`config.mk`:
```
export PLATFORM = sky130hd
export DESIGN_NAME = link_delay_sync_interval_setting
export DESIGN_NICKNAME = d
export VERILOG_FILES = /design/src/hdl/ldsi_pkg.sv /design/src/hdl/link_delay_sync_interval_setting.sv /design/src/hdl/ldsi_log2ns.sv
export SDC_FILE = /design/constraint.sdc
export NUM_CORES = 1
export LEC_CHECK = 0
export ABC_AREA = 1
export BUFFER_PORTS_ARGS = -buffer_cell sky130_fd_sc_hd__buf_4
export CORE_MARGIN = 2
export CORE_UTILIZATION = 35
export CTS_CLUSTER_SIZE = 24
export DETAILED_ROUTE_END_ITERATION = 12
export MAX_ROUTING_LAYER = met4
export REMOVE_ABC_BUFFERS = 1
export SLEW_MARGIN = 20
export SYNTH_ARGS = -nofsm -noshare
export SYNTH_HDL_FRONTEND = slang
export SYNTH_SLANG_ARGS = --single-unit
export TNS_END_PERCENT = 30
```
`constraint.sdc`:
```
create_clock -name i_clk -period 9.6 [get_ports i_clk]
set_input_delay 1.92 -clock i_clk [delete_from_list [all_inputs] [get_ports i_clk]]
set_output_delay 1.92 -clock i_clk [all_outputs]
set_load 0.05 [all_outputs]
```
`src/hdl/ldsi_pkg.sv`:
```
package ldsi_pkg;

    // interval arithmetic
    localparam int NS_BITS_DEF = 63;
    localparam int OUT_NS_W    = 63;
    localparam int BASE_BITS   = 30;
    localparam logic [BASE_BITS-1:0] ONE_SECOND_NS = 30'd1000000000;

    localparam int LOG_W  = 8;
    localparam int NUM_CH = 3;

    localparam logic signed [LOG_W-1:0] LOG_KEEP    = -8'sd128;
    localparam logic signed [LOG_W-1:0] LOG_INITIAL = 8'sd126;

    // configuration register indexes
    localparam int CFG_IDX_W = 2;
    localparam logic [CFG_IDX_W-1:0] CFG_INIT_PDELAY   = 2'd0;
    localparam logic [CFG_IDX_W-1:0] CFG_INIT_SYNC     = 2'd1;
    localparam logic [CFG_IDX_W-1:0] CFG_INIT_ANNOUNCE = 2'd2;

    // machine state codes as shown on the result
    localparam int FSM_W = 2;
    localparam logic [FSM_W-1:0] FSM_NOT_ENABLED   = 2'd0;
    localparam logic [FSM_W-1:0] FSM_INITIALIZING  = 2'd1;
    localparam logic [FSM_W-1:0] FSM_SET_INTERVALS = 2'd2;

    // request word layout
    localparam int IN_W          = 32;
    localparam int IN_BEGIN      = 0;
    localparam int IN_PORT_ON    = 1;
    localparam int IN_PTT_ON     = 2;
    localparam int IN_MSG_VALID  = 3;
    localparam int IN_LOG_LO     = 4;
    localparam int IN_RATE_RATIO = IN_LOG_LO + NUM_CH * LOG_W;
    localparam int IN_PROP_DELAY = IN_RATE_RATIO + 1;

    // result word layout
    localparam int OUT_FSM_LO     = 0;
    localparam int OUT_LOG_LO     = OUT_FSM_LO + FSM_W;
    localparam int OUT_NS_LO      = OUT_LOG_LO + NUM_CH * LOG_W;
    localparam int OUT_RATE_RATIO = OUT_NS_LO + NUM_CH * OUT_NS_W;
    localparam int OUT_PROP_DELAY = OUT_RATE_RATIO + 1;
    localparam int OUT_USED       = OUT_PROP_DELAY + 1;
    localparam int OUT_W          = ((OUT_USED + 7) / 8) * 8;
    localparam int OUT_PAD        = OUT_W - OUT_USED;

endpackage

```
`src/hdl/link_delay_sync_interval_setting.sv`:
```
// Interval setting machine for link delay, sync and announce timing.
// Slave channel: one request per evaluation step (begin, port enables, and
// an optional signalling message with three requested log intervals and
// the two compute flags). Master channel: one result per request, holding
// the machine state, the three current logs, the three intervals in ns
// (saturated to NS_BITS bits) and the two compute flags.
// Configuration: i_cfg_we writes the initial log selected by i_cfg_idx
// (0 peer delay, 1 sync, 2 announce); write only while the block is idle.
// A request is held in the request register, then the state update loads the
// machine registers, which are the result. One request is taken each cycle
// while the output is not stalled; the log-to-ns barrel shifts sit between the
// two registers. When the receiver stalls, the result holds and one more
// request is taken into the request register; ready drops once both are
// full. Reset empties both stages, puts the machine in not enabled, sets
// the logs and the initial values to zero and each interval to one second.
module link_delay_sync_interval_setting #(
    parameter int NS_BITS = ldsi_pkg::NS_BITS_DEF
) (
    input  logic                               i_clk,
    input  logic                               i_rst_n,
    input  logic                               i_cfg_we,
    input  logic [ldsi_pkg::CFG_IDX_W-1:0]     i_cfg_idx,
    input  logic [ldsi_pkg::LOG_W-1:0]         i_cfg_data,
    input  logic                               i_s_axis_tvalid,
    output logic                               o_s_axis_tready,
    // begin_flag, port_on, ptt_port_on, msg_valid, msg_log_link_delay,
    // msg_log_sync, msg_log_announce, msg_rate_ratio, msg_prop_delay, zero pad
    input  logic [ldsi_pkg::IN_W-1:0]          i_s_axis_tdata,
    output logic                               o_m_axis_tvalid,
    input  logic                               i_m_axis_tready,
    // fsm_code, log_pdelay_now, log_sync_now, log_announce_now, pdelay_ns,
    // sync_ns, announce_ns, rate_ratio_on, prop_delay_on, zero pad
    output logic [ldsi_pkg::OUT_W-1:0]         o_m_axis_tdata
);

    typedef enum logic [ldsi_pkg::FSM_W-1:0] {
        ST_NOT_ENABLED   = ldsi_pkg::FSM_NOT_ENABLED,
        ST_INITIALIZING  = ldsi_pkg::FSM_INITIALIZING,
        ST_SET_INTERVALS = ldsi_pkg::FSM_SET_INTERVALS
    } t_state;

    typedef logic signed [ldsi_pkg::LOG_W-1:0] t_log;
    typedef logic [NS_BITS-1:0]                t_ns;

    localparam int NCH = ldsi_pkg::NUM_CH;

    logic                      r_in_valid;
    logic [ldsi_pkg::IN_W-1:0] r_in_data;
    logic                      r_out_valid;
    logic                      out_load;

    t_state r_state, n_state;
    t_log   r_init [NCH];
    t_log   r_cur  [NCH];
    t_log   n_cur  [NCH];
    t_ns    r_ns   [NCH];
    t_ns    n_ns   [NCH];
    logic   r_rate_ratio, n_rate_ratio;
    logic   r_prop_delay, n_prop_delay;

    t_log req     [NCH];
    t_log conv_in [NCH];
    t_ns  conv_ns [NCH];
    logic [ldsi_pkg::OUT_NS_W-1:0] ns_out [NCH];

    logic in_begin, in_port_on, in_ptt_on, in_msg_valid, enabled_st;

    // handshake
    assign out_load        = r_in_valid && (!r_out_valid || i_m_axis_tready);
    assign o_s_axis_tready = !r_in_valid || out_load;
    assign o_m_axis_tvalid = r_out_valid;

    always_ff @(posedge i_clk) begin
        if (!i_rst_n) begin
            r_in_valid  <= 1'b0;
            r_out_valid <= 1'b0;
        end else begin
            if (o_s_axis_tready) begin
                r_in_valid <= i_s_axis_tvalid;
            end
            if (out_load) begin
                r_out_valid <= 1'b1;
            end else if (i_m_axis_tready) begin
                r_out_valid <= 1'b0;
            end
        end
    end

    always_ff @(posedge i_clk) begin
        if (o_s_axis_tready && i_s_axis_tvalid) begin
            r_in_data <= i_s_axis_tdata;
        end
    end

    // configuration
    always_ff @(posedge i_clk) begin
        if (!i_rst_n) begin
            for (int k = 0; k < NCH; k++) begin
                r_init[k] <= '0;
            end
        end else if (i_cfg_we) begin
            unique case (i_cfg_idx)
                ldsi_pkg::CFG_INIT_PDELAY:   r_init[0] <= i_cfg_data;
                ldsi_pkg::CFG_INIT_SYNC:     r_init[1] <= i_cfg_data;
                ldsi_pkg::CFG_INIT_ANNOUNCE: r_init[2] <= i_cfg_data;
                default: ;
            endcase
        end
    end

    // request fields
    assign in_begin     = r_in_data[ldsi_pkg::IN_BEGIN];
    assign in_port_on   = r_in_data[ldsi_pkg::IN_PORT_ON];
    assign in_ptt_on    = r_in_data[ldsi_pkg::IN_PTT_ON];
    assign in_msg_valid = r_in_data[ldsi_pkg::IN_MSG_VALID];
    assign enabled_st   = (r_state == ST_INITIALIZING) || (r_state == ST_SET_INTERVALS);

    for (genvar g = 0; g < NCH; g++) begin : g_ch
        assign req[g] = r_in_data[ldsi_pkg::IN_LOG_LO + g*ldsi_pkg::LOG_W +: ldsi_pkg::LOG_W];
        // the initial log feeds the shifter when enabling or on a restore request
        assign conv_in[g] = (!enabled_st || req[g] == ldsi_pkg::LOG_INITIAL) ?
                            r_init[g] : req[g];

        ldsi_log2ns #(
            .NS_BITS (NS_BITS)
        ) u_log2ns (
            .i_log (conv_in[g]),
            .o_ns  (conv_ns[g])
        );

        assign ns_out[g] = ldsi_pkg::OUT_NS_W'(r_ns[g]);
    end

    always_comb begin
        n_state      = r_state;
        n_cur        = r_cur;
        n_ns         = r_ns;
        n_rate_ratio = r_rate_ratio;
        n_prop_delay = r_prop_delay;
        if (in_begin || !in_port_on || !in_ptt_on) begin
            n_state = ST_NOT_ENABLED;
        end else begin
            unique case (r_state)
                ST_INITIALIZING, ST_SET_INTERVALS: begin
                    if (in_msg_valid) begin
                        for (int k = 0; k < NCH; k++) begin
                            if (req[k] != ldsi_pkg::LOG_KEEP) begin
                                n_cur[k] = conv_in[k];
                                n_ns[k]  = conv_ns[k];
                            end
                        end
                        n_rate_ratio = r_in_data[ldsi_pkg::IN_RATE_RATIO];
                        n_prop_delay = r_in_data[ldsi_pkg::IN_PROP_DELAY];
                        n_state      = ST_SET_INTERVALS;
                    end
                end
                default: begin
                    // enable: announce is left as it stands
                    n_cur[0]     = conv_in[0];
                    n_ns[0]      = conv_ns[0];
                    n_cur[1]     = conv_in[1];
                    n_ns[1]      = conv_ns[1];
                    n_rate_ratio = 1'b1;
                    n_prop_delay = 1'b1;
                    n_state      = ST_INITIALIZING;
                end
            endcase
        end
    end

    // machine state doubles as the result register
    always_ff @(posedge i_clk) begin
        if (!i_rst_n) begin
            r_state      <= ST_NOT_ENABLED;
            r_rate_ratio <= 1'b0;
            r_prop_delay <= 1'b0;
            for (int k = 0; k < NCH; k++) begin
                r_cur[k] <= '0;
                r_ns[k]  <= NS_BITS'(ldsi_pkg::ONE_SECOND_NS);
            end
        end else if (out_load) begin
            r_state      <= n_state;
            r_rate_ratio <= n_rate_ratio;
            r_prop_delay <= n_prop_delay;
            r_cur        <= n_cur;
            r_ns         <= n_ns;
        end
    end

    assign o_m_axis_tdata = {
        {ldsi_pkg::OUT_PAD{1'b0}},
        r_prop_delay,
        r_rate_ratio,
        ns_out[2], ns_out[1], ns_out[0],
        r_cur[2], r_cur[1], r_cur[0],
        r_state
    };

endmodule

```
`src/hdl/ldsi_log2ns.sv`:
```
module ldsi_log2ns #(
    parameter int NS_BITS = ldsi_pkg::NS_BITS_DEF
) (
    input  logic signed [ldsi_pkg::LOG_W-1:0] i_log,
    output logic        [NS_BITS-1:0]          o_ns
);

    // largest left shift that still fits, smallest right shift that leaves nothing
    localparam logic signed [ldsi_pkg::LOG_W-1:0] MAX_SHL =
        ldsi_pkg::LOG_W'(NS_BITS - ldsi_pkg::BASE_BITS);
    localparam logic signed [ldsi_pkg::LOG_W-1:0] MIN_SHR =
        ldsi_pkg::LOG_W'(-ldsi_pkg::BASE_BITS);

    logic [4:0]                     shr_amt;
    logic [NS_BITS-1:0]             base_ext;
    logic [NS_BITS-1:0]             shl_val;
    logic [ldsi_pkg::BASE_BITS-1:0] shr_val;

    always_comb begin
        shr_amt  = 5'(-i_log);
        base_ext = NS_BITS'(ldsi_pkg::ONE_SECOND_NS);
        shl_val  = base_ext << i_log[5:0];
        shr_val  = ldsi_pkg::ONE_SECOND_NS >> shr_amt;
        if (i_log[ldsi_pkg::LOG_W-1]) begin
            o_ns = (i_log <= MIN_SHR) ? '0 : NS_BITS'(shr_val);
        end else if (i_log > MAX_SHL) begin
            // saturate
            o_ns = '1;
        end else begin
            o_ns = shl_val;
        end
    end

endmodule

```
# [After elaboration in Yosys (flattened, before gate mapping)]
# Memories as Yosys holds them, arrays and structs flattened.
# Index checks and enable logic that the tools add are counted.
[op_classes] n_bitwise=4 eq_ne=14 magnitude_cmp=6 addsub=3 n_div=0 muxes=47 n_mul=0 n_shift=6 reduce_logical=23
[ops] op="63-bit two-way mux" n=9
[ops] op="189-bit two-way mux" n=1
[ops] op="30-bit by 6-bit left shift with 63-bit output, first input constant" n=3
[ops] op="126-bit two-way mux" n=1
[ops] op="30-bit two-way mux" n=3
[ops] op="30-bit by 5-bit >> shifter with 30-bit output, first input constant" n=3
[ops] op="8-bit two-way mux" n=9
[ops] op="8-bit equality test, second input constant" n=3
[ops] op="8-bit by 7-bit greater-than comparator with 1-bit output, second input constant" n=3
[ops] op="8-bit by 6-bit less-or-equal comparator with 1-bit output, second input constant" n=3
[ops] op="24-bit two-way mux" n=1
[ops] op="8-bit inequality test, second input constant" n=3
[ops] op="1-bit two-way mux" n=19
[ops] op="16-bit two-way mux" n=1
[ops] op="5-bit negation" n=3
[ops] op="1-bit logical OR" n=8
[ops] op="4-bit AND reduction" n=2
[ops] op="2-bit two-way mux" n=3
[ops] op="2-bit inequality test, second input constant" n=3
[ops] op="1-bit zero test" n=5
[ops] op="5-bit AND reduction" n=1
[ops] op="2-bit by 1-bit equality test with 1-bit output, second input constant" n=2
[ops] op="2-bit equality test, second input constant" n=2
[ops] op="3-bit inequality test, second input constant" n=1
[ops] op="8 further kinds" n=11
[word_totals] mem_count=1 latchBits=0 word_cells=116 output_inout_bits=226 register_bits=249 ram_bits=24 romBits=0
[memory_table] memory="r_init" words=3 width=8 rd=3 rd_ports_with_merged_regs=0 wr=3 line_no="link_delay_sync_interval_setting.sv:53" text="t_log r_init [NCH];"

# [Longest topological paths before layout]
# Gate-level depths: netlist of the first run.
[logic_depth] ltp_word=12 ltp_mapped=22 depth_no_buf=21

# [Modules after synthesis]
# Synthesis of the first run repeated with hierarchy kept, for this count alone.
[unflattened] cells_unflattened=2997 area_unflattened_um2=18799.3
[by_module_without_submodules] mod="link_delay_sync_interval_setting" n_inst=1 cells_each=1385 area_per_inst_um2=11103.1 seq_area_each_um2=6005.8
[by_module_without_submodules] mod="ldsi_log2ns (g_ch[2].u_log2ns)" n_inst=1 cells_each=530 area_per_inst_um2=2643.8 seq_area_each_um2=0.0
[by_module_without_submodules] mod="ldsi_log2ns (g_ch[0].u_log2ns)" n_inst=1 cells_each=555 area_per_inst_um2=2598.7 seq_area_each_um2=0.0
[by_module_without_submodules] mod="ldsi_log2ns (g_ch[1].u_log2ns)" n_inst=1 cells_each=527 area_per_inst_um2=2453.6 seq_area_each_um2=0.0

# [Worst setup path before layout of the first run]
# OpenSTA, ideal clock, no wires.
[synth_path] kind="input to output" from="input port i_m_axis_tready" to="output port o_s_axis_tready" path_slack_ns=5.300 arrival_ns=2.380 required_time_ns=7.680 path_stages=2 cell_sequence="inv_1 -> nand3_1"
[synth_via] elab_chain_cells=3
[synth_lines] element="start, declared" line_no="link_delay_sync_interval_setting.sv:30" text="input logic i_m_axis_tready,"
[synth_lines] element="1-bit logical OR" line_no="link_delay_sync_interval_setting.sv:69" text="assign out_load = r_in_valid && (!r_out_valid || i_m_axis_tready);"
[synth_lines] element="1-bit logical AND" line_no="link_delay_sync_interval_setting.sv:69"
[synth_lines] element="1-bit logical OR" line_no="link_delay_sync_interval_setting.sv:70" text="assign o_s_axis_tready = !r_in_valid || out_load;"
[synth_lines] element="end, declared" line_no="link_delay_sync_interval_setting.sv:25" text="output logic o_s_axis_tready,"
# Every way passes these cells.

==> results of run 1 <==
## cell usage in the layout, fill, tap and decap left out, types with 6 or more instances in the layout
| cell | n |
|---|---|
| nand3b_1 | 6 |
| nand3_1 | 270 |
| clkinv_1 | 7 |
| clkbuf_16 | 33 |
| nor2_2 | 8 |
| nand2_1 | 957 |
| ha_1 | 31 |
| a31oi_1 | 16 |
| nand4_1 | 9 |
| inv_1 | 144 |
| inv_2 | 14 |
| nand2_2 | 30 |
| buf_4 | 283 |
| dfxtp_1 | 219 |
| o21ai_0 | 181 |
| a21oi_1 | 204 |
| nor3_1 | 10 |
| conb_1 | 7 |
| o211ai_1 | 32 |
| edfxtp_1 | 54 |
| o21ai_1 | 19 |
| nor2_4 | 6 |
| nor2_1 | 174 |
## cell type report
| type | instances | area share [%] |
|---|---|---|
| sequential | 273 | 30.2 |
| timing repair buffer | 283 | 10.7 |
| multi-input combinational | 2009 | 46.9 |
| tap | 615 | 3.87 |
| inverter | 162 | 3.07 |
| antenna | 1 | 0.0126 |
| clock buffer | 40 | 4.44 |
| clock inverter | 17 | 0.743 |
## final timing paths
| path | startpoint | endpoint | cells past startpoint |
|---|---|---|---|
| max | r_state[1]$_SDFFE_PN0P_ | o_m_axis_tdata[172]$_SDFFE_PN1P_ | 17 |
| max reg2reg | r_state[1]$_SDFFE_PN0P_ | o_m_axis_tdata[172]$_SDFFE_PN1P_ | 17 |
| min | o_m_axis_tdata[105]$_SDFFE_PN0P_ | o_m_axis_tdata[105]$_SDFFE_PN0P_ | 2 |
| min reg2reg | o_m_axis_tdata[105]$_SDFFE_PN0P_ | o_m_axis_tdata[105]$_SDFFE_PN0P_ | 2 |
## state kept, by name (all words and copies together) (netlist names)
name	flops
r_in_data	30
o_m_axis_tvalid	1
r_prop_delay	1
r_init	24
r_rate_ratio	1
r_in_valid	1
r_state	2
o_m_axis_tdata	213
## worst min-delay path: stages (launching register included)
cell     delay, ns
dfxtp_1       0.31
nand2_1       0.06
a21oi_1       0.05
## kinds of logic after synthesis
logic type,Yosys count
AND/OR/NAND/NOR,1493
AO/OA/AOI/OAI,476
buffers and inverters,323
flip-flops,273
adder cells (fa/ha/maj),31
XOR/XNOR,2
other,1
## report_power, final
group	switching (mW)	leakage, nW	internal (mW)
clock network	0.504	0.505	0.699
logic	0.646	5.96	0.223
registers	0.0164	2.30	1.20
total	1.17	8.76	2.12
## layer usage
metal / up-vias / part of all wire (%) / track usage [%]
met5: - / 0 / -
met4: 0 / 2.3 / 5.74
met3: 86 / 6.8 / 4.07
met2: 647 / 45 / 39.1
met1: 8473 / 46 / 34.9
li1: 8830 / - / -
## Yosys cell counts, types with 19 or more instances
library cell / count
inv_1: 146
o21ai_1: 19
o211ai_1: 32
a21oi_1: 204
nand2_1: 958
dfxtp_1: 219
nand3_1: 270
o21ai_0: 181
nor2_1: 176
edfxtp_1: 54
buf_2: 41
buf_4: 24
clkbuf_1: 81
nand2_2: 29
ha_1: 31
==> results.ini, run 1 <==
[run_status]
status = completed

[placed_design]
hpwl_mm = 46.7
place_area_mm2 = 0.0188
port_buffers = 263
dp_slack_ns = 4.44
dp_cells = 3342
place.gp.congestion = 0.961

[worst_setup_path]
cp_num_buf_inv = 3
endpoint_kind = flop
critical-path-top-delay-family = simple AND/OR/NAND/NOR gates
regToRegSetupSlack_ns = 4.85
critPathSlowestCell = ha_1
critPathLaunchType = flop
crit_required_ns = 10.09
critical_path.max_fanout = 30
max_stage_delay_ns = 0.61
worstSetupPathType = flop to flop
worstPathArrival_ns = 5.24
crit_top_cell = nand2_1
path_cells = xor2_4 -> buf_4 -> nand2_1 -> nand2_1 -> nand2_2 -> inv_2 -> ha_1 -> ha_1 -> clkinv_1 -> nand2_1 -> o21ai_0 -> nand2_1 -> o21ai_0 -> nand2_1 -> nand3_1 -> nand2_1 -> nand2_1

[synth]
synth_compound_area_share_pct = 15.5
async_flop_share_pct = 0
synthXorXnorAreaFrac_pct = 0.150
netlist_instances = 2599
synth_edf_count = 54
synthSimpleGateAreaFrac_pct = 37.5
synth_top_area_cell = dfxtp_1
synth_top_family_by_area = simple AND/OR/NAND/NOR gates
yosys_warnings = 0
synthMuxAreaShare_pct = 0
yosys.area_share.adder_pct = 2.32
netlist_area_mm2 = 0.0167
syn_area_per_cell_um2 = 6.43
synth_seq_area_share_pct = 35.9
synthFlopType = dfxtp_1
yosysUniqueCellTypes = 45
ys_ff_latch = 273
ys_top_cells_by_area = dfxtp_1 26%, nand2_1 22%, edfxtp_1 9.7%, nand3_1 8.1%, a21oi_1 6.1%
synth_top_area_share_pct = 26.2

[timing]
fin_crit_sh_pct = 49.5
setup_slack_ns = 4.85
slew_violations = 0
fin_crit_ns = 4.75
fmaxAchievable_mhz = 210
rsz0062_at_grt = false
timing.setup.tns_ns = 0
finalHoldViolCount = 0
fin_worst_skew_ns = 0.0115
setup_viol = 0
maxSlewHeadroom_pct = 30.5
hold-worst-slack_ns = 0.466
tightest_slew_ns = 1.04

[cts]
cts_setup_buffers = 0
cts_resized = 0
cts_sinks = 273
h-tree-depth = 1
cts_buffer_depth = 3
clkLatencyLatePin_ns = 0.61
cts_tree = done
clk_pin_slew_ns = 0.06
cts_hold_buf = 0
cts-root-buf = clkbuf_16
cts_made_buffers = 31

[route]
first_pass_iters = 5
wl_per_cell_um = 18.7
drtIter0Drc = 1711
vias = 18000
drc = 0
drt.antenna.violating_nets = 0
vias_per_cell = 5.30
drt-total-wl_mm = 63.6

[final_layout]
nFillCells = 5117
area_growth_pct = 18.9
multi_input_area_mm2 = 0.00933
drive_gt1_share_pct = 15.2
register_area_mm2 = 0.00601
final_core_utilization_pct = 41.9
final_nets = 2838
stdcell_area_mm2 = 0.0199
layoutNonFillerInstCount = 3400

[pwr]
p_leak_nw = 8.76
total_power_mw = 3.29
cellPowerDensity_mw_per_mm2 = 165
peakVddDrop_mv = 0.134

[worst_hold_path]
hp-class = flop to flop

[floorplan]
core_area_mm2 = 0.0474
rows = 80
initial_core_util_pct = 35.2
pin_count = 273
dieArea_mm2 = 0.0495
die_w_um = 223
die_h_um = 223

[global_route]
grt_pass1_wl_mm = 96.7
grt_remaining_overflow = 0
grt_pass1_vias = 16500
grt_max_degree = 91
track_usage_pct = 25.4
antenna_found_initial = 1

[job]
max_cap_violations = 0

Note: power is estimated with default switching activity, not from simulation.
==> run 2, diff against run 1 <==
==> constraint.sdc (replaced) <==
create_clock -name i_clk -period 4.15 [get_ports i_clk]
set_input_delay 0.83 -clock i_clk [delete_from_list [all_inputs] [get_ports i_clk]]
set_output_delay 0.83 -clock i_clk [all_outputs]
set_load 0.05 [all_outputs]
==> results.ini, run 2 (synthesis gave the netlist of run 1 again) <==
[worst_setup_path]
regToRegSetupSlack_ns = 0.47  ; -4.37 ns
reg2reg_to = o_m_axis_tdata[169]$_SDFFE_PN1P_
path_cells = nand2_1 -> nor3_2 -> nand2_1 -> nand2_1 -> nand2_1 -> nand2_2 -> inv_2 -> buf_4 -> ha_1 -> inv_1 -> nand2_1 -> nand2_1 -> nand2_1 -> nand3_1 -> o21ai_0 -> nand3b_1 -> nand2_1 -> nand2_1
critPathSlowestCell = o21ai_0
critical-path-top-delay-family = simple AND/OR/NAND/NOR gates
cp.depth = 18  ; +1
crit_start = r_in_data[22]$_DFFE_PP_
reg2regPathDepth = 18  ; +1
critPathLaunchType = flop
critical_path.max_fanout = 12  ; -60%
crit_required_ns = 4.64  ; -5.45 ns
max_stage_delay_ns = 0.49  ; -0.12 ns
worstPathArrival_ns = 4.16  ; -1.08 ns
cp_num_buf_inv = 3  ; unchanged
worstSetupPathType = flop to flop
rr_startpoint = r_in_data[22]$_DFFE_PP_
endpoint_kind = flop
crit_top_cell = nand2_1

[cts]
clk_pin_slew_ns = 0.06  ; about the same
cts_hold_buf = 0  ; unchanged
cts-root-buf = clkbuf_16
cts_resized = 0  ; unchanged
cts_made_buffers = 36  ; +16%
cts_tree = done
cts_buffer_depth = 3  ; unchanged
cts_setup_buffers = 0  ; unchanged
clkLatencyLatePin_ns = 0.56  ; -0.05 ns
cts_sinks = 273  ; unchanged
h-tree-depth = 2  ; +1

[global_route]
met1_usage_pct = 35.0  ; +0.098 points
grt_pass1_vias = 17100  ; +3.2%
grt_max_degree = 70  ; -23%
grt_remaining_overflow = 0  ; unchanged
use_met3_pct = 4.32  ; +0.25 points
track_usage_pct = 26.0  ; +0.64 points
busiest_layer = met2
grt_util_met2_pct = 40.0  ; +0.88 points
grt_pass1_wl_mm = 98.7  ; +2.0%
antenna_found_initial = 1  ; unchanged

[run_status]
status = completed

[final_layout]
nFillCells = 5077  ; -0.78%
final_nets = 2873  ; +1.2%
final_cell_mix = 957 x nand2_1, 312 x buf_4, 270 x nand3_1, 219 x dfxtp_1, 204 x a21oi_1
area_growth_pct = 21.5
largest_reg_flops = 213  ; unchanged
layout_commonest_cell = nand2_1
layoutNonFillerInstCount = 3437  ; +1.1%
drive_gt1_share_pct = 16.1  ; +0.97 points

[timing]
finalHoldViolCount = 0  ; unchanged
rsz0062_at_grt = false
fin_crit_sh_pct = 88.6  ; +39 points
fin_crit_ns = 3.68  ; -1.08 ns
setup_viol = 0  ; unchanged
setup_slack_ns = 0.474  ; -4.37 ns
hold-worst-slack_ns = 0.446  ; -0.0198 ns
fmaxAchievable_mhz = 272  ; +29%
fin_worst_skew_ns = 0.0282  ; +0.0167 ns
maxSlewHeadroom_pct = 42.2  ; +12 points
slew_violations = 0  ; unchanged
tightest_slew_ns = 0.861  ; -0.181 ns

[pwr]
cellPowerDensity_mw_per_mm2 = 399  ; +140%
p_leak_nw = 9.00  ; +2.7%
peakVddDrop_mv = 0.288  ; +120%

[job]
max_cap_violations = 0  ; unchanged

[route]
drt-total-wl_mm = 64.6  ; +1.5%
drtIter0Drc = 1598  ; -6.6%
wl_per_cell_um = 18.8  ; +0.41%
vias = 18300  ; +1.5%
drc = 0  ; unchanged
vias_per_cell = 5.32  ; +0.38%
drt.antenna.violating_nets = 0  ; unchanged
first_pass_iters = 6  ; +1

[placed_design]
dp_slack_ns = 0.570  ; -3.87 ns
place.gp.congestion = 0.965  ; +0.41%
hpwl_mm = 48.3  ; +3.3%
port_buffers = 263  ; unchanged
dp_cells = 3372  ; +0.90%

[worst_hold_path]
hold_depth = 1  ; -1
hp-class = input port to flop
holdPathEnd = r_in_data[10]$_DFFE_PP_
worstHoldStart = i_s_axis_tdata[10]

[floorplan]
die_w_um = 223  ; unchanged
core_area_mm2 = 0.0474  ; unchanged
pin_count = 273  ; unchanged
die_h_um = 223  ; unchanged
dieArea_mm2 = 0.0495  ; unchanged
rows = 80  ; unchanged
initial_core_util_pct = 35.2  ; unchanged

-- run 2: worst max-delay path by stage --
stage          slack, ns                                to
6_report            0.47  o_m_axis_tdata[169]$_SDFFE_PN1P_
5_1_grt             0.22  o_m_axis_tdata[193]$_SDFFE_PN0P_
4_1_cts             0.54  o_m_axis_tdata[147]$_SDFFE_PN0P_
3_5_place_dp        0.57  o_m_axis_tdata[147]$_SDFFE_PN0P_
3_3_place_gp        0.67  o_m_axis_tdata[107]$_SDFFE_PN0P_
2_1_floorplan      -0.97  o_m_axis_tdata[115]$_SDFFE_PN0P_
-- run 2: area by class of cell --
class | instances | area, um^2 | area share (%)
clock inverter | 13 | 156 | 0.770
antenna | 1 | 2.50 | 0.0123
clock buffer | 51 | 1080 | 5.33
tap | 615 | 769 | 3.79
timing repair buffer | 313 | 2360 | 11.6
sequential | 273 | 6010 | 29.6
multi-input combinational | 2009 | 9320 | 45.9
inverter | 162 | 611 | 3.01
-- run 2: layer usage --
layer | wire [um] | vias to the layer above | part of all wire (%)
met2 | 28900 | 690 | 45
met4 | 1910 | 0 | 3.0
met3 | 4440 | 112 | 6.9
li1 | - | 8886 | -
met5 | 0 | - | 0
met1 | 29300 | 8613 | 45
-- run 2: power by group --
part           internal, mW  leakage [nW]  switching (mW)  total (mW)
Sequential             2.77          2.30          0.0364        2.81
Combinational         0.546          6.11            1.51        2.06
Clock                  2.01         0.598            1.23        3.23
Total                  5.32          9.00            2.78        8.10
-- run 2: stage by stage --
stage               utilization, %  TNS, ns  power [mW]  instance area (um^2)
floorplan                        -  -105.35        4.18                 15900
finish                        42.8        0        8.10                 20300
global route                  42.8        0        8.48                 20300
CTS                           42.8        0        8.14                 20300
detailed placement            40.2        0        4.88                 19100
global placement              40.2        0        4.88                 19100
==> run 3, diff against run 2 <==
--- a/config.mk
+++ b/config.mk
@@ -5,12 +5,13 @@
 export SDC_FILE = /design/constraint.sdc
 export NUM_CORES = 1
 export LEC_CHECK = 0
-export ABC_AREA = 1
+export ABC_AREA = 0
 export BUFFER_PORTS_ARGS = -buffer_cell sky130_fd_sc_hd__buf_4
 export CORE_MARGIN = 2
 export CORE_UTILIZATION = 35
 export CTS_CLUSTER_SIZE = 24
 export DETAILED_ROUTE_END_ITERATION = 12
+export GPL_TIMING_DRIVEN = 0
 export MAX_ROUTING_LAYER = met4
 export REMOVE_ABC_BUFFERS = 1
 export SLEW_MARGIN = 20
==> results.ini, run 3 <==
[final_layout]
largest_reg_flops = 213  ; unchanged
final_core_utilization_pct = 44.5  ; +1.7 points
drive_gt1_share_pct = 23.2  ; +7.1 points
final_cell_mix = 309 x buf_4, 220 x o21ai_0, 218 x nor2_1, 217 x dfxtp_1, 207 x nand2_1
final_nets = 2310  ; -20%
area_growth_pct = 26.0
stdcell_area_mm2 = 0.0207  ; +1.8%
layoutNonFillerInstCount = 2868  ; -17%
layout_commonest_cell = buf_4

[cts]
clk_pin_slew_ns = 0.06  ; about the same
cts_tree = done
h-tree-depth = 2  ; unchanged
cts-root-buf = clkbuf_16
cts_sinks = 273  ; unchanged
cts_buffer_depth = 3  ; unchanged
cts_hold_buf = 0  ; unchanged
cts_made_buffers = 35  ; -2.8%
clkLatencyLatePin_ns = 0.56  ; about the same

[pwr]
peakVddDrop_mv = 0.371  ; +29%
cellPowerDensity_mw_per_mm2 = 431  ; +8.2%
total_power_mw = 8.92  ; +10%
p_leak_nw = 7.85  ; -13%

[synth]
synthFlopType = dfxtp_1
ys_top_cells_by_count = 229 x nor2_1, 223 x o21ai_0, 219 x dfxtp_1, 210 x nand2_1, 190 x a21oi_1
synth_top_area_share_pct = 26.7  ; +0.48 points
synth_edf_count = 54  ; unchanged
synth_top_area_cell = dfxtp_1
syn_area_per_cell_um2 = 8.05  ; +25%
netlist_area_mm2 = 0.0164  ; -1.8%
netlist_instances = 2039  ; -22%
yosysUniqueCellTypes = 102  ; +130%
ys_top_cells_by_area = dfxtp_1 27%, edfxtp_1 9.9%, o21ai_0 6.8%, a21oi_1 5.8%, nor2_1 5.2%
yosys_warnings = 0  ; unchanged
synth_seq_area_share_pct = 36.6  ; +0.65 points
yosysMostFrequentCell = nor2_1
ys_ff_latch = 273  ; unchanged
async_flop_share_pct = 0  ; unchanged

[worst_setup_path]
reg2regPathDepth = 15  ; -3
endpoint_kind = flop
worstSetupPathType = flop to flop
crit_required_ns = 4.63  ; about the same
worstPathArrival_ns = 4.51  ; +0.35 ns
reg2reg_to = o_m_axis_tdata[27]$_SDFFE_PN0P_
critical_path.max_fanout = 22  ; +10
rr_startpoint = r_state[1]$_SDFFE_PN0P_
regToRegSetupSlack_ns = 0.12  ; -0.35 ns
critPathLaunchType = flop

[timing]
rsz0062_at_grt = false
maxSlewHeadroom_pct = 17.1  ; -25 points
finalHoldViolCount = 0  ; unchanged
fin_crit_ns = 4.03  ; +0.350 ns
fin_worst_skew_ns = 0.0219  ; -0.00631 ns
fin_crit_sh_pct = 97.0  ; +8.4 points
fmaxAchievable_mhz = 248  ; -8.7%
setup_viol = 0  ; unchanged
slew_violations = 0  ; unchanged
hold-worst-slack_ns = 0.438  ; -0.00767 ns
tightest_slew_ns = 1.23  ; +0.370 ns

[worst_hold_path]
hp-class = flop to flop
worstHoldStart = o_m_axis_tdata[65]$_SDFFE_PN0P_
holdPathEnd = o_m_axis_tdata[65]$_SDFFE_PN0P_
hold_depth = 2  ; +1

[floorplan]
core_area_mm2 = 0.0465  ; -2.1%
initial_core_util_pct = 35.3  ; +0.11 points
die_w_um = 221  ; -0.88%
rows = 79  ; -1.3%
dieArea_mm2 = 0.0487  ; -1.8%
die_h_um = 221  ; -0.88%
pin_count = 273  ; unchanged

[global_route]
grt_pass1_vias = 16600  ; -2.9%
track_usage_pct = 28.9  ; +2.8 points
grt_pass1_wl_mm = 104  ; +5.6%
grt_remaining_overflow = 0  ; unchanged
grt_max_degree = 70  ; unchanged
antenna_found_initial = 3  ; +2

[route]
first_pass_iters = 5  ; -1
vias_per_cell = 6.32  ; +19%
drc = 0  ; unchanged
drtIter0Drc = 2367  ; +48%
drt.antenna.violating_nets = 0  ; unchanged
drt-total-wl_mm = 71.2  ; +10%
wl_per_cell_um = 24.8  ; +32%
vias = 18100  ; -0.91%

[job]
max_cap_violations = 0  ; unchanged

[placed_design]
dp_cells = 2751  ; -18%
hpwl_mm = 48.7  ; +0.87%
port_buffers = 263  ; unchanged
place.gp.congestion = 0.983  ; +1.9%
place_area_mm2 = 0.0187  ; -1.7%

[run_status]
status = completed

-- run 3: stage by stage --
step / setup TNS, ns / setup slack [ns]
floorplan: -57.78 / -0.942
global placement: -342.49 / -2.92
detailed placement: -181.76 / -2.31
CTS: -0.132 / -0.0706
global route: 0 / 0.00304
finish: 0 / 0.124
-- run 3: critical path, stage by stage (launching register included) --
cell and delay (ns):
dfxtp_2 0.47, xnor2_4 0.13, buf_4 0.17, buf_16 0.15, a41o_2 0.33, a22o_4 0.35, clkinv_4 0.22, ha_4 0.29
clkinvlp_4 0.18, ha_4 0.38, clkbuf_4 0.25, o21ai_0 0.11, o311a_1 0.15, a211o_1 0.32, o221a_1 0.27, nor3_2 0.14
-- run 3: repair_timing --
| item | CTS | global route |
|---|---|---|
| setup endpoints to repair | 189 | 91 |
| setup buffers | 21 | 26 |
| resized for setup | 44 | 29 |
| pin swaps | 10 | 3 |
| cloned | 4 | 0 |
-- run 3: how the worst max path moves through the flow --
stage | from | to | slack [ns] | depth (start not counted)
finish | r_state[1]$_SDFFE_PN0P_ | o_m_axis_tdata[27]$_SDFFE_PN0P_ | 0.12 | 15
global route | r_in_data[11]$_DFFE_PP_ | o_m_axis_tdata[82]$_SDFFE_PN0P_ | 0.003 | 11
CTS | r_in_data[12]$_DFFE_PP_ | o_m_axis_tdata[115]$_SDFFE_PN0P_ | -0.07 | 13
detailed placement | r_state[1]$_SDFFE_PN0P_ | o_m_axis_tdata[26]$_SDFFE_PN0P_ | -2.31 | 13
global placement | r_state[1]$_SDFFE_PN0P_ | o_m_axis_tdata[26]$_SDFFE_PN0P_ | -2.92 | 13
floorplan | r_state[1]$_SDFFE_PN0P_ | o_m_axis_tdata[109]$_SDFFE_PN1P_ | -0.94 | 8
-- run 3: cell families (layout without fill, tap and decap cells) --
kind of cell / count (synthesis) / in the layout / synth area share [%]
adders and majority gates: 31 / 31 / 2.36
other: 1 / 9 / 0.0228
buffers and inverters: 205 / 416 / 5.40
DFF: 273 / 273 / 36.6
muxes: 65 / 65 / 4.21
and+or+nand+nor: 625 / 627 / 17.3
xor gates and xnor gates: 15 / 15 / 1.03
AOI/OAI and AO/OA: 824 / 825 / 33.1
-- run 3: metal layers --
layer  vias up  track usage (%)  wire length (um)  share of wire, %
met5         -                -                 0                 0
met4         0             12.2              3080               4.3
met3       184             4.98              6440               9.1
met2      1068             42.0             30700                43
met1      8799             39.4             31000                44
li1       8083                -                 -                 -
-- run 3: power breakdown --
group	total [mW]	internal (mW)	switching, mW
registers	2.84	2.78	0.0657
clock network	3.22	1.96	1.26
logic	2.86	0.888	1.98
total	8.92	5.62	3.30
-- run 3: final cells by class --
type | count | area (um^2)
Fill cell | 4658 | 25800
Timing Repair Buffer | 320 | 2540
Clock buffer | 49 | 1040
Inverter | 31 | 155
Timing Repair inverter | 1 | 5.00
Tap cell | 607 | 759
Clock inverter | 15 | 175
Antenna cell | 2 | 5.00
Sequential cell | 273 | 6010
Multi-Input combinational cell | 1570 | 9990
